$ cat config.mk
export PLATFORM = sky130hd
export DESIGN_NAME = number_to_lcd_segments_flat
export DESIGN_NICKNAME = d
export VERILOG_FILES = /design/src/rtl/nlcd_pkg.sv /design/src/rtl/nlcd_if.sv /design/src/rtl/number_to_lcd_segments.sv /design/src/rtl/nlcd_cell.sv /design/src/rtl/nlcd_seg_out.sv /design/src/flat_wrapper.sv
export SDC_FILE = /design/constraint.sdc
export NUM_CORES = 1
export LEC_CHECK = 0
export BUFFER_PORTS_ARGS = -buffer_cell sky130_fd_sc_hd__buf_2
export CAP_MARGIN = 10
export CORE_ASPECT_RATIO = 0.75
export CORE_MARGIN = 2
export CORE_UTILIZATION = 65
export DETAILED_ROUTE_END_ITERATION = 10
export PLACE_DENSITY = 0.92
export SETUP_SLACK_MARGIN = 0.05
export SLEW_MARGIN = 20
export SYNTH_ARGS = -nofsm -noshare
export SYNTH_HDL_FRONTEND = slang
export SYNTH_SLANG_ARGS = --single-unit
export TNS_END_PERCENT = 5
$ cat constraint.sdc
create_clock -name clk -period 7.1 [get_ports clk]
set_clock_uncertainty 0.05 [all_clocks]
set_input_delay 0.71 -clock clk [delete_from_list [all_inputs] [get_ports clk]]
set_output_delay 0.71 -clock clk [all_outputs]
set_load 0.03 [all_outputs]
$ cat src/rtl/nlcd_pkg.sv
package nlcd_pkg;

	localparam int unsigned VALUE_W   = 16;
	localparam int unsigned DIGIT_W   = 4;
	localparam int unsigned DIGITS    = 4;
	localparam int unsigned BCD_W     = DIGIT_W * DIGITS;
	localparam int unsigned SEG_W     = 8;
	localparam int unsigned NUM_CELLS = VALUE_W;

	typedef logic [VALUE_W-1:0] value_t;
	typedef logic [BCD_W-1:0]   bcd_t;
	typedef logic [DIGIT_W-1:0] digit_t;
	typedef logic [SEG_W-1:0]   seg_t;

	// what one cell hands to the next
	typedef struct packed {
		logic   valid;
		bcd_t   bcd;
		value_t bits;
	} stage_t;

	typedef struct packed {
		seg_t first;
		seg_t second;
	} seg_pair_t;

	// one doubling step of the packed BCD accumulator, with the next binary bit
	// shifted in; carry out of the top digit is dropped
	function automatic bcd_t bcd_double(bcd_t acc, logic cin);
		bcd_t             res;
		logic             carry;
		logic [DIGIT_W:0] d;
		res   = '0;
		carry = cin;
		for (int k = 0; k < DIGITS; k++) begin
			d = {acc[k*DIGIT_W +: DIGIT_W], 1'b0} + {{DIGIT_W{1'b0}}, carry};
			if (d >= (DIGIT_W+1)'(10)) begin
				d     = d - (DIGIT_W+1)'(10);
				carry = 1'b1;
			end else begin
				carry = 1'b0;
			end
			res[k*DIGIT_W +: DIGIT_W] = d[DIGIT_W-1:0];
		end
		return res;
	endfunction

	function automatic seg_pair_t seg_lookup(digit_t d);
		seg_pair_t p;
		case (d)
			4'd0:    p = '{first: 8'hFC, second: 8'h28};
			4'd1:    p = '{first: 8'h60, second: 8'h20};
			4'd2:    p = '{first: 8'hDB, second: 8'h00};
			4'd3:    p = '{first: 8'hF3, second: 8'h00};
			4'd4:    p = '{first: 8'h67, second: 8'h00};
			4'd5:    p = '{first: 8'hB7, second: 8'h00};
			4'd6:    p = '{first: 8'hBF, second: 8'h00};
			4'd7:    p = '{first: 8'hE4, second: 8'h00};
			4'd8:    p = '{first: 8'hFF, second: 8'h00};
			default: p = '{first: 8'hF7, second: 8'h00};
		endcase
		return p;
	endfunction

endpackage

$ cat src/rtl/nlcd_if.sv
interface nlcd_value_if;
	import nlcd_pkg::*;
	logic   valid;
	logic   ready;
	value_t value;

	modport source (output valid, output value, input ready);
	modport sink (input valid, input value, output ready);
endinterface

interface nlcd_seg_if;
	import nlcd_pkg::*;
	logic valid;
	logic ready;
	seg_t thousands_first_byte;
	seg_t thousands_second_byte;
	seg_t hundreds_first_byte;
	seg_t hundreds_second_byte;
	seg_t tens_first_byte;
	seg_t tens_second_byte;
	seg_t ones_first_byte;
	seg_t ones_second_byte;

	modport source (
		output valid,
		input  ready,
		output thousands_first_byte, output thousands_second_byte,
		output hundreds_first_byte,  output hundreds_second_byte,
		output tens_first_byte,      output tens_second_byte,
		output ones_first_byte,      output ones_second_byte
	);
	modport sink (
		input  valid,
		output ready,
		input  thousands_first_byte, input thousands_second_byte,
		input  hundreds_first_byte,  input hundreds_second_byte,
		input  tens_first_byte,      input tens_second_byte,
		input  ones_first_byte,      input ones_second_byte
	);
endinterface

$ cat src/rtl/number_to_lcd_segments.sv
// Binary to four-digit LCD segment converter.
// value_ch (sink): a 16-bit unsigned value per transaction; it is shown modulo 10000.
// seg_ch (source): two segment bytes for each of thousands, hundreds, tens
// and ones. Leading zero digits come out as zero bytes; ones always shows.
// Both channels use valid/ready; a transaction moves when both are high.
// Conversion runs through a row of sixteen cells, one per input bit, each
// doubling the BCD accumulator and shifting in the next bit, followed by a
// registered table lookup and blanking stage.
// Throughput: one transaction per cycle unless seg_ch stalls; every cell is a stage.
// Stalls: each cell holds its transaction while the next one is full and
// stalled, so value_ch.ready drops only when all 17 stages are occupied and
// seg_ch.ready is low. Held outputs stay stable until taken.
// Reset (arst_n low) empties every stage; results in flight are lost.
module number_to_lcd_segments
	import nlcd_pkg::*;
(
	input logic clk,
	input logic arst_n,
	nlcd_value_if.sink value_ch,
	nlcd_seg_if.source seg_ch
);

	stage_t st    [NUM_CELLS+1];
	logic   rdy   [NUM_CELLS+1];

	assign st[0]          = '{valid: value_ch.valid, bcd: '0, bits: value_ch.value};
	assign value_ch.ready = rdy[0];

	for (genvar i = 0; i < NUM_CELLS; i++) begin : g_cell
		nlcd_cell u_cell (
			.clk      (clk),
			.arst_n   (arst_n),
			.up       (st[i]),
			.up_ready (rdy[i]),
			.dn       (st[i+1]),
			.dn_ready (rdy[i+1])
		);
	end

	nlcd_seg_out u_out (
		.clk      (clk),
		.arst_n   (arst_n),
		.up       (st[NUM_CELLS]),
		.up_ready (rdy[NUM_CELLS]),
		.seg      (seg_ch)
	);

	// input can only back up when the whole row is full and the sink stalls
	a_ready_chain: assert property (@(posedge clk) disable iff (!arst_n)
		!value_ch.ready |-> (seg_ch.valid && !seg_ch.ready))
		else $error("input stalled while output not blocked");

	a_ones_shown: assert property (@(posedge clk) disable iff (!arst_n)
		seg_ch.valid |-> (seg_ch.ones_first_byte != '0))
		else $error("ones digit blanked");

	a_blank_order: assert property (@(posedge clk) disable iff (!arst_n)
		(seg_ch.valid && (seg_ch.thousands_first_byte != '0)) |->
		((seg_ch.hundreds_first_byte != '0) && (seg_ch.tens_first_byte != '0)))
		else $error("zero below a shown digit was blanked");

	a_tens_order: assert property (@(posedge clk) disable iff (!arst_n)
		(seg_ch.valid && (seg_ch.hundreds_first_byte != '0)) |->
		(seg_ch.tens_first_byte != '0))
		else $error("tens blanked below shown hundreds");

endmodule

$ cat src/rtl/nlcd_cell.sv
module nlcd_cell
	import nlcd_pkg::*;
(
	input  logic   clk,
	input  logic   arst_n,
	input  stage_t up,
	output logic   up_ready,
	output stage_t dn,
	input  logic   dn_ready
);

	logic   valid_q;
	bcd_t   bcd_q;
	value_t bits_q;
	logic   adv;

	// a cell takes a new transaction when empty or when its own is moving on
	assign adv      = !valid_q || dn_ready;
	assign up_ready = adv;

	always_ff @(posedge clk or negedge arst_n) begin
		if (!arst_n) begin
			valid_q <= 1'b0;
		end else if (adv) begin
			valid_q <= up.valid;
		end
	end

	always_ff @(posedge clk) begin
		if (adv && up.valid) begin
			bcd_q  <= bcd_double(up.bcd, up.bits[VALUE_W-1]);
			bits_q <= {up.bits[VALUE_W-2:0], 1'b0};
		end
	end

	assign dn = '{valid: valid_q, bcd: bcd_q, bits: bits_q};

endmodule

$ cat src/rtl/nlcd_seg_out.sv
module nlcd_seg_out
	import nlcd_pkg::*;
(
	input  logic   clk,
	input  logic   arst_n,
	input  stage_t up,
	output logic   up_ready,
	nlcd_seg_if.source seg
);

	logic      valid_q;
	logic      adv;
	digit_t    d3, d2, d1, d0;
	logic      show3, show2, show1;
	seg_pair_t p3, p2, p1, p0;
	seg_pair_t p3_q, p2_q, p1_q, p0_q;

	assign adv      = !valid_q || seg.ready;
	assign up_ready = adv;

	assign d3 = up.bcd[4*DIGIT_W-1 -: DIGIT_W];
	assign d2 = up.bcd[3*DIGIT_W-1 -: DIGIT_W];
	assign d1 = up.bcd[2*DIGIT_W-1 -: DIGIT_W];
	assign d0 = up.bcd[DIGIT_W-1:0];

	// leading-zero blanking; the ones digit always shows
	assign show3 = (d3 != '0);
	assign show2 = show3 || (d2 != '0);
	assign show1 = show2 || (d1 != '0);

	always_comb begin
		p3 = show3 ? seg_lookup(d3) : '0;
		p2 = show2 ? seg_lookup(d2) : '0;
		p1 = show1 ? seg_lookup(d1) : '0;
		p0 = seg_lookup(d0);
	end

	always_ff @(posedge clk or negedge arst_n) begin
		if (!arst_n) begin
			valid_q <= 1'b0;
		end else if (adv) begin
			valid_q <= up.valid;
		end
	end

	always_ff @(posedge clk) begin
		if (adv && up.valid) begin
			p3_q <= p3;
			p2_q <= p2;
			p1_q <= p1;
			p0_q <= p0;
		end
	end

	assign seg.valid                 = valid_q;
	assign seg.thousands_first_byte  = p3_q.first;
	assign seg.thousands_second_byte = p3_q.second;
	assign seg.hundreds_first_byte   = p2_q.first;
	assign seg.hundreds_second_byte  = p2_q.second;
	assign seg.tens_first_byte       = p1_q.first;
	assign seg.tens_second_byte      = p1_q.second;
	assign seg.ones_first_byte       = p0_q.first;
	assign seg.ones_second_byte      = p0_q.second;

endmodule

$ cat src/flat_wrapper.sv
// flat-port wrapper written by rule: the top's interface ports become plain ports
module number_to_lcd_segments_flat import nlcd_pkg::*;
  (clk, arst_n, value_ch_valid, value_ch_value, value_ch_ready, seg_ch_valid, seg_ch_ready, seg_ch_thousands_first_byte, seg_ch_thousands_second_byte, seg_ch_hundreds_first_byte, seg_ch_hundreds_second_byte, seg_ch_tens_first_byte, seg_ch_tens_second_byte, seg_ch_ones_first_byte, seg_ch_ones_second_byte);
  nlcd_value_if value_ch_i ();
  nlcd_seg_if seg_ch_i ();
  input logic clk;
  input logic arst_n;
  input wire logic [$bits(value_ch_i.valid)-1:0] value_ch_valid;
  input wire logic [$bits(value_ch_i.value)-1:0] value_ch_value;
  output wire logic [$bits(value_ch_i.ready)-1:0] value_ch_ready;
  output wire logic [$bits(seg_ch_i.valid)-1:0] seg_ch_valid;
  input wire logic [$bits(seg_ch_i.ready)-1:0] seg_ch_ready;
  output wire logic [$bits(seg_ch_i.thousands_first_byte)-1:0] seg_ch_thousands_first_byte;
  output wire logic [$bits(seg_ch_i.thousands_second_byte)-1:0] seg_ch_thousands_second_byte;
  output wire logic [$bits(seg_ch_i.hundreds_first_byte)-1:0] seg_ch_hundreds_first_byte;
  output wire logic [$bits(seg_ch_i.hundreds_second_byte)-1:0] seg_ch_hundreds_second_byte;
  output wire logic [$bits(seg_ch_i.tens_first_byte)-1:0] seg_ch_tens_first_byte;
  output wire logic [$bits(seg_ch_i.tens_second_byte)-1:0] seg_ch_tens_second_byte;
  output wire logic [$bits(seg_ch_i.ones_first_byte)-1:0] seg_ch_ones_first_byte;
  output wire logic [$bits(seg_ch_i.ones_second_byte)-1:0] seg_ch_ones_second_byte;
  assign value_ch_i.valid = value_ch_valid;
  assign value_ch_i.value = value_ch_value;
  assign value_ch_ready = value_ch_i.ready;
  assign seg_ch_valid = seg_ch_i.valid;
  assign seg_ch_i.ready = seg_ch_ready;
  assign seg_ch_thousands_first_byte = seg_ch_i.thousands_first_byte;
  assign seg_ch_thousands_second_byte = seg_ch_i.thousands_second_byte;
  assign seg_ch_hundreds_first_byte = seg_ch_i.hundreds_first_byte;
  assign seg_ch_hundreds_second_byte = seg_ch_i.hundreds_second_byte;
  assign seg_ch_tens_first_byte = seg_ch_i.tens_first_byte;
  assign seg_ch_tens_second_byte = seg_ch_i.tens_second_byte;
  assign seg_ch_ones_first_byte = seg_ch_i.ones_first_byte;
  assign seg_ch_ones_second_byte = seg_ch_i.ones_second_byte;
  number_to_lcd_segments u_core (.clk(clk), .arst_n(arst_n), .value_ch(value_ch_i), .seg_ch(seg_ch_i));
endmodule
==> flow_summary.yaml <==
outcome:
  status: "completed"
synthesis:
  ys_ff_latch: 333
  synth_top_area_share_pct: 67.53
  synth_area_leaders: "edfxtp_1, ha_1, inv_1"
  synth_area_leader_cell: "edfxtp_1"
  yosysWarnings: 0
  synth_area_um2: 14050
  async_flop_share_pct: 5.105
  synth_ff_type: "edfxtp_1"
  synth_edf_count: 316
  seq_area_frac_synth_pct: 70.56
  ys_types: 52
  syn_inst: 1023
  synth_area_per_cell_um2: 13.74
setup_path:
  crit_path_end_kind: "primary output"
  crit_path_start_kind: "register"
  required_ps: 6340
  rrSetupSlack_ps: 4420
  critPathLaunch: "u_core.g_cell[15].u_cell.valid_q"
  r2r-end: "u_core.g_cell[15].u_cell.bcd_q[10]"
  critPathKind: "register to primary output"
  crit_path_max_incr_delay_ps: 400
  reg2reg_from: "u_core.g_cell[14].u_cell.bcd_q[0]"
  cp.arrival_ps: 2350
  crit_buf_inv: 1
  worst_path_most_repeated_cell: "nand4_1"
  slowest_stage: "dfrtp_1"
  path_max_fanout: 5
  critical_path.cell_chain: "and4b_1 -> and3_1 -> nand4_1 -> nor3_1 -> nand4_1 -> buf_2"
  critPathTopFamily: "simple AND/OR/NAND/NOR gates"
  worstRegToRegCells: 8
die:
  io_pins: 86
  die_h_um: 131.3
  placementRows: 46
  start_util_pct: 66.34
  dieWidth_um: 173.8
  fp.dieArea_um2: 22820
  core_region_area_um2: 21180
cts:
  hold_buffers: 1
  clkTransAtPathRegs_ps: 70
  cts_tree: "yes"
  clockBufferDepth: 3
  numCtsBuffers: 30
  cts_root_buffer: "clkbuf_16"
  clkLatencyLatePin_ps: 560
  htree_levels: 1
  cts-resized-gates: 0
  post_cts_buffers: 0
  cts_sinks: 333
sta:
  fin_crit_ps: 3113
  slew_headroom_pct: 35.67
  fin_hold_ws_ps: 265.5
  finalCritPeriodShare_pct: 43.84
  rsz0062_at_grt: "no"
  fmax_mhz: 321.2
  finalHoldViolations: 0
  finalMaxSlewViolations: 0
  tightest_slew_ps: 964.9
  finalSetupViolCount: 0
  fin_tns_setup_ps: 0
cells_and_area:
  drive_above_1_share_pct: 13.36
  n_antenna_cell: 0
  final_util_pct: 73.82
  syn2layout_area_growth_pct: 11.27
  nNetsFinal: 1198
  final_cell_count_no_fill: 1426
  design_area_um2: 15640
  fillers: 1169
global_route:
  grt_pass1_vias: 8161
  grt_use_total_pct: 22.22
  grt_pass1_wl_um: 40740
  antenna_found_initial: 0
  grt_max_degree: 37
  grt_overflow: 0
job:
  maxCapViolations: 0
placed_design:
  placed_cell_area_um2: 14660
  placed_cells: 1372
  gp_congestion: 0.8077
  port_buffers: 61
  dp_hpwl_um: 16150
detailed_routing:
  firstDrtPassIters: 5
  wl_per_cell_um: 17.63
  viasPerCell: 5.656
  drt_iter0_drc: 753
  wl_um: 25130
  drcViolationCount: 0
  ant_nets: 0
  vias: 8065
power_and_ir_drop:
  combinationalPowerShare_pct: 23.3
  p_sw_mw: 1.916
  ir_drop_uv: 257.6
  leakagePower_nw: 6.239
  intPower_mw: 4.108
  clock_power_share_pct: 26.4
  power_density_nw_per_um2: 385.2
  swShare_pct: 31.81
  seqPwrFrac_pct: 50.3
hold_path:
  holdPathEnd: "u_core.g_cell[0].u_cell.bits_q[14]"
  hold_depth: 1
  min_from: "value_ch_value[13]"
  hold_class: "input port to register"
sequential cells by signal, indices dropped and copies added, names as in the netlist, 2 cells and up:
signal,count
u_core.g_cell.u_cell.valid_q,16
u_core.u_out.seg.thousands_first_byte,7
u_core.g_cell.u_cell.bits_q,120
u_core.u_out.seg.hundreds_second_byte,2
u_core.u_out.seg.thousands_second_byte,2
u_core.u_out.seg.ones_first_byte,7
u_core.u_out.seg.tens_second_byte,2
u_core.u_out.seg.hundreds_first_byte,7
u_core.u_out.seg.tens_first_byte,7
u_core.g_cell.u_cell.bcd_q,160
u_core.u_out.seg.ones_second_byte,2
worst max-delay path by stage:
stage                     cells after the start  slack (ps)                                  to
after detailed placement                      6        3980  u_core.g_cell[1].u_cell.bits_q[13]
after global placement                        7        4200                      value_ch_ready
final                                         6        3990                      value_ch_ready
after CTS                                     6        3990                      value_ch_ready
after global routing                          6        3820                      value_ch_ready
after floorplan                               5        4030    u_core.g_cell[0].u_cell.bcd_q[0]
worst register-to-register path, cell delays in order (launching register included):
cell      delay [ps]
edfxtp_1         380
inv_1            100
ha_1             260
inv_1             70
a211o_1          280
o31a_1           230
inv_1             90
o31ai_1          720
mux2i_1          190
metrics by stage:
| stage | setup slack (ps) | total power, mW |
|---|---|---|
| after floorplan | 4034 | 4.007 |
| after global placement | 4199 | 4.254 |
| after detailed placement | 3985 | 4.406 |
| after CTS | 3990 | 6.034 |
| after global routing | 3824 | 6.309 |
| final | 3987 | 6.023 |
power by group through the flow:
stage	sequential, mW	clock (mW)	combinational [mW]
finish	3.03	1.59	1.41
global route	3.07	1.68	1.55
CTS	3.02	1.60	1.41
detailed placement	3.05	0	1.36
global placement	3.01	0	1.25
floorplan	3.07	0	0.936
area by class of cell:
class / count / area [um2] / share of cell area (%)
repair buffers: 74 / 405.4 / 2.593
inverters: 124 / 465.4 / 2.977
clock inverters: 20 / 203.9 / 1.304
flip-flops and latches: 333 / 9915 / 63.41
well taps: 288 / 360.3 / 2.305
clock buffers: 33 / 762.0 / 4.874
multi-input cells: 554 / 3523 / 22.54
layout by cell type, fill, tap and decap left out, drive strengths merged, types with 3 or more instances in the layout:
| cell | n |
|---|---|
| edfxtp | 316 |
| inv | 124 |
| nand2 | 123 |
| buf | 73 |
| ha | 61 |
| nor2 | 58 |
| a21oi | 49 |
| o21ai | 34 |
| clkbuf | 33 |
| conb | 25 |
| xnor2 | 18 |
| o31ai | 18 |
| dfrtp | 17 |
| nor2b | 16 |
| clkinv | 16 |
| nor3 | 13 |
| or2 | 13 |
| nand2b | 12 |
| mux2i | 9 |
| nand3 | 8 |
| and2 | 8 |
| a21o | 8 |
| a21boi | 8 |
| mux2 | 7 |
| and3 | 5 |
| o41a | 5 |
| or3b | 5 |
| or3 | 5 |
| a211o | 4 |
| o41ai | 4 |
| and4bb | 3 |
| a31oi | 3 |
| a41oi | 3 |
| nand4 | 3 |
| and4 | 3 |
| bufinv | 3 |
metal layers:
| layer | routed length (um) | GRT usage [%] |
|---|---|---|
| met5 | 0 | 0 |
| met4 | 752 | 7.750 |
| met3 | 1179 | 2.980 |
| met2 | 13300 | 40.50 |
| met1 | 9905 | 27.37 |
synth_stat cells, drive strengths merged, types with 3 or more instances:
cell	n
mux2	7
nand3	8
edfxtp	316
xnor2	18
clkbuf	8
nand2	123
o31ai	18
or3	5
nand2b	12
o21ai	34
and3	5
buf	28
ha	61
inv	124
mux2i	9
o41ai	4
nor3	13
a31oi	3
a21oi	49
or3b	5
nor2b	16
o41a	5
a41oi	3
a211o	4
dfrtp	17
and2	8
and4	3
nand4	3
a21boi	8
a21o	8
nor2	58
or2	13
and4bb	3
kinds of logic (layout without fill, tap and decap cells):
kind of cell	count (synthesis)	count (layout)	share of synthesized area (%)
compound gates	149	149	6.946
xor+xnor	19	19	1.184
fa+ha+maj	61	61	5.432
buf+inv	160	251	5.022
flops	333	333	70.56
mux	16	16	1.202
other cells	1	25	0.02669
simple gates	284	284	9.626
(Power assumes the default switching activity.)
